==> src/sv/fnv1a_linear_probe_hash_table_top_macros.svh <==
// Assertion macros for the hash table block.
`ifndef FNV1A_LINEAR_PROBE_HASH_TABLE_TOP_MACROS_SVH
`define FNV1A_LINEAR_PROBE_HASH_TABLE_TOP_MACROS_SVH
`ifndef SYNTHESIS
// same-cycle implication
`define FNVLPH_ASSERT_IMP(lbl, clk, rst_n, ante, cons, msg) \
    lbl: assert property (@(posedge clk) disable iff (!rst_n) (ante) |-> (cons)) \
        else $error(msg);
// next-cycle implication
`define FNVLPH_ASSERT_NXT(lbl, clk, rst_n, ante, cons, msg) \
    lbl: assert property (@(posedge clk) disable iff (!rst_n) (ante) |=> (cons)) \
        else $error(msg);
`else
`define FNVLPH_ASSERT_IMP(lbl, clk, rst_n, ante, cons, msg)
`define FNVLPH_ASSERT_NXT(lbl, clk, rst_n, ante, cons, msg)
`endif
`endif

==> src/sv/fnvlph_pkg.sv <==
// Shared types, constants and hash helper for the hash table block.
package fnvlph_pkg;

    // default configuration
    localparam int SLOTS_DEF      = 1024;
    localparam int KEY_BYTES_DEF  = 8;
    localparam int VALUE_BITS_DEF = 32;

    // key length counter width (0..8 bytes)
    localparam int LEN_W = 4;

    // FNV-1a 64-bit constants; prime = 2^40 + 0x1B3
    localparam logic [63:0] FNV_BASIS     = 64'hCBF29CE484222325;
    localparam logic [8:0]  FNV_PRIME_LOW = 9'h1B3;
    localparam int          FNV_PRIME_SH  = 40;

    // request modes
    localparam logic MODE_INSERT = 1'b0;
    localparam logic MODE_LOOKUP = 1'b1;

    // result status codes
    localparam logic [2:0] STAT_INSERTED  = 3'd0;
    localparam logic [2:0] STAT_REPLACED  = 3'd1;
    localparam logic [2:0] STAT_FOUND     = 3'd2;
    localparam logic [2:0] STAT_NOT_FOUND = 3'd3;
    localparam logic [2:0] STAT_FULL      = 3'd4;
    localparam logic [2:0] STAT_ZERO_VAL  = 3'd5;

    // main sequencer
    typedef enum logic [2:0] {
        ST_CLEAR,
        ST_IDLE,
        ST_HASH,
        ST_READ,
        ST_PROBE,
        ST_RESP
    } t_state;

    // hash unit sequencer
    typedef enum logic [1:0] {
        HS_IDLE,
        HS_MIX,
        HS_MOD,
        HS_DONE
    } t_hash_state;

    // memory access controls
    typedef struct packed {
        logic rd;
        logic wr_tag;
        logic wr_val;
        logic clr;
    } t_store_ctl;

    // one FNV-1a round: xor the byte in, multiply by the prime
    function automatic logic [63:0] fnv_mix(input logic [63:0] h, input logic [7:0] b);
        logic [63:0] x;
        x = h ^ {56'd0, b};
        return (x << FNV_PRIME_SH) + (x * FNV_PRIME_LOW);
    endfunction

endpackage

==> src/sv/fnvlph_hash.sv <==
// FNV-1a hash unit, one key byte per cycle, then reduction to a home slot.
module fnvlph_hash #(
    parameter int SLOTS     = fnvlph_pkg::SLOTS_DEF,
    parameter int KEY_BYTES = fnvlph_pkg::KEY_BYTES_DEF
) (
    input  logic                                i_clk,
    input  logic                                i_rst_n,
    input  logic                                i_start,
    input  logic [8*KEY_BYTES-1:0]              i_key,
    input  logic [fnvlph_pkg::LEN_W-1:0]        i_len,
    output logic                                o_done,
    output logic [$clog2(SLOTS)-1:0]            o_home
);

    localparam int KW        = 8 * KEY_BYTES;
    localparam int SW        = $clog2(SLOTS);
    localparam bit IS_POW2   = (SLOTS & (SLOTS - 1)) == 0;
    // two steps per hash byte: quotient estimate, then subtract
    localparam int MOD_STEPS = 16;
    localparam int MCW       = $clog2(MOD_STEPS);
    // partial dividend: remainder so far with the next hash byte below it
    localparam int DW        = SW + 8;
    // floor(2^DW / SLOTS) stays below 2^9 for any slot count
    localparam int RECIP_I   = (1 << DW) / SLOTS;
    localparam logic [8:0]       RECIP     = 9'(RECIP_I);
    localparam logic [SW:0]      SLOTS_EXT = (SW + 1)'(SLOTS);
    localparam logic [MCW-1:0]   MCNT_LAST = MCW'(MOD_STEPS - 1);

    fnvlph_pkg::t_hash_state r_state, n_state;
    logic [63:0]                    r_h, n_h;
    logic [KW-1:0]                  r_key, n_key;
    logic [fnvlph_pkg::LEN_W-1:0]   r_left, n_left;
    logic [SW-1:0]                  r_rem, n_rem;
    logic [7:0]                     r_q, n_q;
    logic [MCW-1:0]                 r_mcnt, n_mcnt;
    logic [SW-1:0]                  r_home, n_home;
    logic [DW-1:0]                  mod_v;
    logic [DW+8:0]                  mod_p;
    logic [DW:0]                    mod_t;
    logic [7:0]                     q_est;
    logic [SW-1:0]                  rem_step;

    // remainder by reciprocal: the estimate is low by at most one, one fixup
    always_comb begin
        mod_v = {r_rem, r_h[63:56]};
        mod_p = (DW + 9)'(mod_v) * (DW + 9)'(RECIP);
        q_est = mod_p[DW+7:DW];
        mod_t = (DW + 1)'(mod_v) - (DW + 1)'(r_q) * (DW + 1)'(SLOTS_EXT);
        if (mod_t >= (DW + 1)'(SLOTS_EXT)) mod_t = mod_t - (DW + 1)'(SLOTS_EXT);
        rem_step = mod_t[SW-1:0];
    end

    // next state
    always_comb begin
        n_state = r_state;
        case (r_state)
            fnvlph_pkg::HS_IDLE: if (i_start) n_state = fnvlph_pkg::HS_MIX;
            fnvlph_pkg::HS_MIX: begin
                if (r_left == '0) n_state = IS_POW2 ? fnvlph_pkg::HS_DONE : fnvlph_pkg::HS_MOD;
            end
            fnvlph_pkg::HS_MOD: if (r_mcnt == MCNT_LAST) n_state = fnvlph_pkg::HS_DONE;
            fnvlph_pkg::HS_DONE: n_state = fnvlph_pkg::HS_IDLE;
            default: n_state = fnvlph_pkg::HS_IDLE;
        endcase
    end

    // datapath
    always_comb begin
        n_h    = r_h;
        n_key  = r_key;
        n_left = r_left;
        n_rem  = r_rem;
        n_q    = r_q;
        n_mcnt = r_mcnt;
        n_home = r_home;
        case (r_state)
            fnvlph_pkg::HS_IDLE: begin
                if (i_start) begin
                    n_h    = fnvlph_pkg::FNV_BASIS;
                    n_key  = i_key;
                    n_left = i_len;
                end
            end
            fnvlph_pkg::HS_MIX: begin
                if (r_left != '0) begin
                    n_h    = fnvlph_pkg::fnv_mix(r_h, r_key[7:0]);
                    n_key  = r_key >> 8;
                    n_left = r_left - 1'b1;
                end else begin
                    // power-of-two table: home slot is the low hash bits
                    n_home = r_h[SW-1:0];
                    n_rem  = '0;
                    n_mcnt = '0;
                end
            end
            fnvlph_pkg::HS_MOD: begin
                n_mcnt = r_mcnt + 1'b1;
                if (!r_mcnt[0]) begin
                    n_q = q_est;
                end else begin
                    n_rem = rem_step;
                    n_h   = r_h << 8;
                    if (r_mcnt == MCNT_LAST) n_home = rem_step;
                end
            end
            default: ;
        endcase
    end

    // outputs
    always_comb begin
        o_done = (r_state == fnvlph_pkg::HS_DONE);
        o_home = r_home;
    end

    always_ff @(posedge i_clk) begin
        if (!i_rst_n) begin
            r_state <= fnvlph_pkg::HS_IDLE;
        end else begin
            r_state <= n_state;
        end
    end

    always_ff @(posedge i_clk) begin
        r_h    <= n_h;
        r_key  <= n_key;
        r_left <= n_left;
        r_rem  <= n_rem;
        r_q    <= n_q;
        r_mcnt <= n_mcnt;
        r_home <= n_home;
    end

endmodule

==> config.mk <==
export PLATFORM = sky130hd
export DESIGN_NAME = fnvlph_hash
export DESIGN_NICKNAME = d
export VERILOG_FILES = /design/src/sv/fnv1a_linear_probe_hash_table_top_macros.svh /design/src/sv/fnvlph_pkg.sv /design/src/sv/fnvlph_hash.sv
export SDC_FILE = /design/constraint.sdc
export NUM_CORES = 1
export LEC_CHECK = 0
export BUFFER_PORTS_ARGS = -buffer_cell sky130_fd_sc_hd__buf_4
export CAP_MARGIN = 15
export CORE_MARGIN = 1.5
export CORE_UTILIZATION = 69
export CTS_CLUSTER_DIAMETER = 30
export CTS_CLUSTER_SIZE = 16
export DETAILED_ROUTE_END_ITERATION = 8
export GPL_TIMING_DRIVEN = 0
export PLACE_DENSITY = 0.94
export SLEW_MARGIN = 20
export SYNTH_ARGS = -nofsm -noshare
export SYNTH_HDL_FRONTEND = slang
export SYNTH_SLANG_ARGS = --single-unit
==> constraint.sdc <==
create_clock -name i_clk -period 14 [get_ports i_clk]
set_clock_uncertainty 0.05 [all_clocks]
set_input_delay 0.7 -clock i_clk [delete_from_list [all_inputs] [get_ports i_clk]]
set_output_delay 0.7 -clock i_clk [all_outputs]
set_load 0.02 [all_outputs]
**Yosys cells after proc, flatten, opt, wreduce, memory -nomap -nowiden**

Cells that the tools add are included.

- Bits in registers: 166
- Input port bits: 71
- Output and inout port bits: 11
- Word-level logic and storage cells: 64

- $add $sub $neg: 5
- $mul: 1
- $lt $le $gt $ge: 1
- Eq/ne operators: 10
- Mux-type cells: 24
- Bitwise operators: 2
- Reduce and logical (&&, ||, !) cells: 13

Operators by type and width:

| operator | number |
|---|---|
| $mux 64 | 5 |
| $pmux 64 s3 | 1 |
| $pmux 64 s2 | 1 |
| $add 64x64->64 | 1 |
| $mul 64x9->64 const B | 1 |
| $xor 64x8->64 | 1 |
| $mux 10 | 6 |
| $pmux 10 s2 | 2 |
| $ge 19x11->1 const B | 1 |
| $sub 18x18->19 | 1 |
| $pmux 4 s2 | 2 |
| $mux 4 | 3 |
| $ne 2x2->1 const B | 6 |
| $sub 10x1->10 const B | 1 |
| $reduce_and 3->1 | 3 |
| $pmux 2 s4 | 1 |
| $reduce_and 4->1 | 2 |
| $mux 2 | 3 |
| $add 4x1->4 const B | 1 |
| $eq 2x2->1 const B | 2 |
| $eq 4x4->1 const B | 1 |
| $logic_not 4->1 | 1 |
| $reduce_and 2->1 | 2 |
| $reduce_bool 2->1 | 2 |
| 6 further kinds | 6 |

**Logic depth before layout (Yosys ltp)**

- Depth after elaboration: 6
- Gate-level depth with buffers: 23
- Mapped depth without buffers: 22

**Worst setup path after synthesis**

No wires, ideal clock.

- Path kind: reg2reg
- Start: reg r_state[1]
- End: reg r_h[0], enable pin
- Setup time: 0.565 ns
- Arrival: 5.605 ns
- Data required time: 13.385 ns
- Setup slack: 7.780 ns
- Cell stages (with the launch flop): 7
- Buffers on the path: 2
- Clock period less this slack: 6.220 ns
- Path through: dfxtp_1 > inv_1 > ha_1 > buf_1 > buf_1 > nor3_1 > nor3_1

- Cells in the longest elaborated chain, start to end: 3
- Elaborated cells between the ends (all ways): 8
- Classes of those cells: 5 x eq/ne; 3 x reduce/logical

Ends and longest elaborated chain:

| element | RTL line | source |
|---|---|---|
| start, declared | fnvlph_hash.sv:29 | `fnvlph_pkg::t_hash_state r_state, n_state;` |
| start signal, assigned | fnvlph_hash.sv:118 | `r_state <= fnvlph_pkg::HS_IDLE;` |
| start signal, assigned | fnvlph_hash.sv:120 | `r_state <= n_state;` |
| $eq 2x1->1 (tied with other cells) | fnvlph_hash.sv:76 | `case (r_state)` |
| $ne 2x2->1 (no line) or $reduce_bool 3->1 (tied branches) | - |  |
| $reduce_and 4->1 (no line) (*) | - |  |
| end signal, assigned | fnvlph_hash.sv:125 | `r_h <= n_h;` |
| end, declared | fnvlph_hash.sv:30 | `logic [63:0] r_h, n_h;` |

Mark *: on every way between the ends. The rest lies on a longest branch, timed or not.
A chain may end at the register's enable or synchronous reset.

**Worst setup path after layout**

- Start: reg r_h[2]
- End: reg r_h[42] (data pin)

- Cells in the longest elaborated chain, start to end: 5

Ends and longest elaborated chain:

| element | RTL line | source |
|---|---|---|
| $xor 64x8->64 (*) | fnvlph_pkg.sv:58 | `x = h ^ {56'd0, b};` |
| $mul 64x9->64 | fnvlph_pkg.sv:59 | `return (x << FNV_PRIME_SH) + (x * FNV_PRIME_LOW);` |
| $add 64x64->64 (*) | fnvlph_pkg.sv:59 |  |
| $mux 64 (*) | fnvlph_hash.sv:85 | `if (r_left != '0) begin` |
| $pmux 64 s3 (*) | fnvlph_hash.sv:76 |  |
| named net n_h[42] | fnvlph_hash.sv:30 |  |

Mark *: on every way through the listed nets, which the timed path passes. The rest lies on a longest branch. The select of a mux whose other input is x is not followed.

==> summary.txt <==
Yosys
  – Top cells by area in the synthesized netlist: edfxtp_1 (24%), fa_1 (23%), ha_1 (14%), inv_1 (9.2%), mux2_2 (4.0%)
  – Net count after synthesis: 2293
  – Syn avg cell area: 10.1 sq um
  – Seq/Total Area, Yosys: 0.247
  – Post-synthesis cell area: 18200 sq um
  – Ys Warns: 0
  – Synth unique cells: slightly below 70
  – Number of synthesized flops with an enable pin: about 150
  – Yosys reg bits: 150
  – Syn Inst Count: 1809
  – Area leader, netlist: edfxtp_1
  – Ys async rst share: 0
  – Primary FF master, synth: edfxtp_1
  – Top cell type's share of synthesized area: 0.244

Worst setup path
  – CP max FO: 5
  – Critical Path Start Type: flop
  – Worst R2R End: r_h[42]
  – Arrival @ worst endpoint: roughly 7.5 ns
  – R2R Setup Slk: 6.62 ns
  – Worst path required time: 14.14 ns
  – FF-to-FF Start: r_h[2]
  – Crit Path Category: reg2reg
  – Crit. End Element: flop
  – Worst r2r path cells: 20

Clock network
  – TritonCTS buffer count: 17
  – Max Buffers Root-to-Sink: 2
  – Post-CTS setup buffers: 0
  – Root Driver: clkbuf_16
  – CTS Hold Buffers Added: 0
  – Clock transition at path regs: 0.08 ns
  – CTS tree: built
  – Clk Latency, worst-skew pair: 0.44 ns
  – Post-CTS Resized: 0
  – # clock sinks: 150
  – Htree depth: 4

Routing
  – Top sig layer: met4
  – Routed via count: 13796
  – Router iterations before antenna repair: 6
  – Via density: 6.09
  – Post-Route WL: 47.6 mm
  – M1 wire length: 17.7 mm
  – Routed Antenna Nets: 0
  – Initial DRC count: between 1000 and 1500
  – Met3 routed WL: 4.30 mm
  – DR WL met2: 23.0 mm
  – Drt drc: 0
  – WL per Instance: 21.0 um

Layout
  – Area grow syn2layout: 9.91%
  – N_diodes: 0
  – Share of post-route cells with drive strength above 1: 0.107
  – Nets: 2402
  – Commonest non-fill, non-tap cells in the layout: inv_1 (446), fa_1 (210), ha_1 (203), edfxtp_1 (148)
  – Commonest non-fill, non-tap cell in the layout: inv_1

Die
  – Core Box Area: 26000 sq um
  – Die Ht: 165 um
  – Die Area: 27300 sq um
  – Die width: 165 um
  – Row cnt: 59
  – Top Ports: 82
  – Initial Utilization: 0.700

Hold path
  – Worst Hold Depth: 2
  – Hold WC Path Type: in2reg
  – WHS Endpoint: r_state[1]
  – Hold Path Origin: i_rst_n

STA
  – Count of final max-slew check failures: 0
  – RSZ-0062 raised after global routing: no
  – Fmax: between 100 and 150 MHz
  – Rel. slew slack: 0.316
  – Time the worst path needs with I/O delays and setup: around 7.4 ns
  – Setup violators final: 0
  – Final worst path period share: 0.527
  – Final Hold Vio Count: 0
  – Fin Setup TNS: 0 ns
  – Worst slew pin tran: 1.02 ns

GRT
  – Initial antenna violation count: 0
  – GRT Total Usage: 0.367
  – GRT overflow: 0
  – Largest net degree at the start of global routing: 26
  – First-pass GRT wire length: ~76 mm
  – Vias in the first global route: 14674

Job
  – Max cap viols: 0

Placed design
  – Post-DP HPWL: 38.7 mm
  – RD Place Congestion: 0.955
  – Port Buf Inserts: just over 80

Outcome
  – Status: finished, final reports clean
metal layers:
metal / GRT usage / vias to the layer above
met5: 0 / -
met4: 0.174 / 0
met3: 0.0839 / 216
met2: 0.622 / 790
met1: 0.445 / 6660
li1: - / 6130
synth_stat cells (12+ instances only):
master / number
a221o_1: 22
clkbuf_1: 40
a31oi_1: 12
nand2_1: 85
o21ai_0: 55
a22oi_1: 15
mux2_2: 65
nand4_1: 19
nor2_1: 58
inv_1: 446
xor2_1: 62
a21oi_1: 73
nor2b_1: 18
xnor2_1: 74
o21ai_1: 17
a21o_1: 38
fa_1: 210
ha_1: 203
edfxtp_1: 148
nor3_1: 14
how the worst max path moves through the flow:
stage	start	end	slack, ns	cells after the start
global route	r_h[0]	r_h[42]	6.50	20
floorplan	r_state[1]	r_h[0]	7.78	6
CTS	r_h[2]	r_h[42]	6.87	20
global placement	r_state[1]	r_h[25]	5.27	6
finish	r_h[2]	r_h[42]	6.62	20
detailed placement	r_h[2]	r_h[42]	6.99	20
layout make-up:
type,instances,area (sq um)
Clock buffer,17,425
Tap cell,335,419
Inverter,448,1680
Clock inverter,15,194
Sequential cell,150,4480
Fill cell,1583,5990
Timing Repair Buffer,90,743
Buffer,56,223
Multi-Input combinational cell,1155,11800
flip-flops by register name, indices dropped and copies added, names as in the netlist:
register,flops
r_key,64
o_home,10
r_h,64
r_state,2
r_mcnt,4
r_rem,2
r_left,4
worst max-delay path, stage by stage (launching register included):
cell and delay, ns:
edfxtp_1 0.49, xnor2_1 0.76, inv_1 0.26, ha_1 0.40, xor2_1 0.19, ha_1 0.20
or2_2 0.30, fa_1 0.54, fa_1 0.44, ha_1 0.30, ha_1 0.38, o21a_1 0.15
nor2_1 0.05, o21ai_1 0.12, o21ai_1 0.18, o31ai_1 0.56, a31oi_1 0.30, o41ai_1 0.76
a311oi_1 0.22, xnor2_1 0.18, a221o_1 0.30
cells by family (layout without fill, tap and decap cells):
kind of cell / after synthesis / count (layout) / synth area share
DFF: 150 / 150 / 0.247
xor gates and xnor gates: 136 / 136 / 0.0655
adders and majority gates: 413 / 413 / 0.371
buffers and inverters: 504 / 626 / 0.105
AOI/OAI and AO/OA: 295 / 295 / 0.108
muxes: 67 / 67 / 0.0413
and+or+nand+nor: 244 / 244 / 0.0630
per-stage QoR:
step,area (sq um),setup slack [ns],hold slack (ns),utilization,std cells
after detailed placement,19400,6.99,0.485,0.746,2234
after global routing,20000,6.50,0.437,0.769,2266
after floorplan,18200,7.78,0.450,-,1809
final,20000,6.62,0.446,0.769,2266
after CTS,20000,6.87,0.447,0.769,2266
after global placement,19200,5.27,0.476,0.740,2225
Power is left out: the tool's default activity adds up to more than one toggle a clock period on the data nets, which glitch-free logic cannot reach.
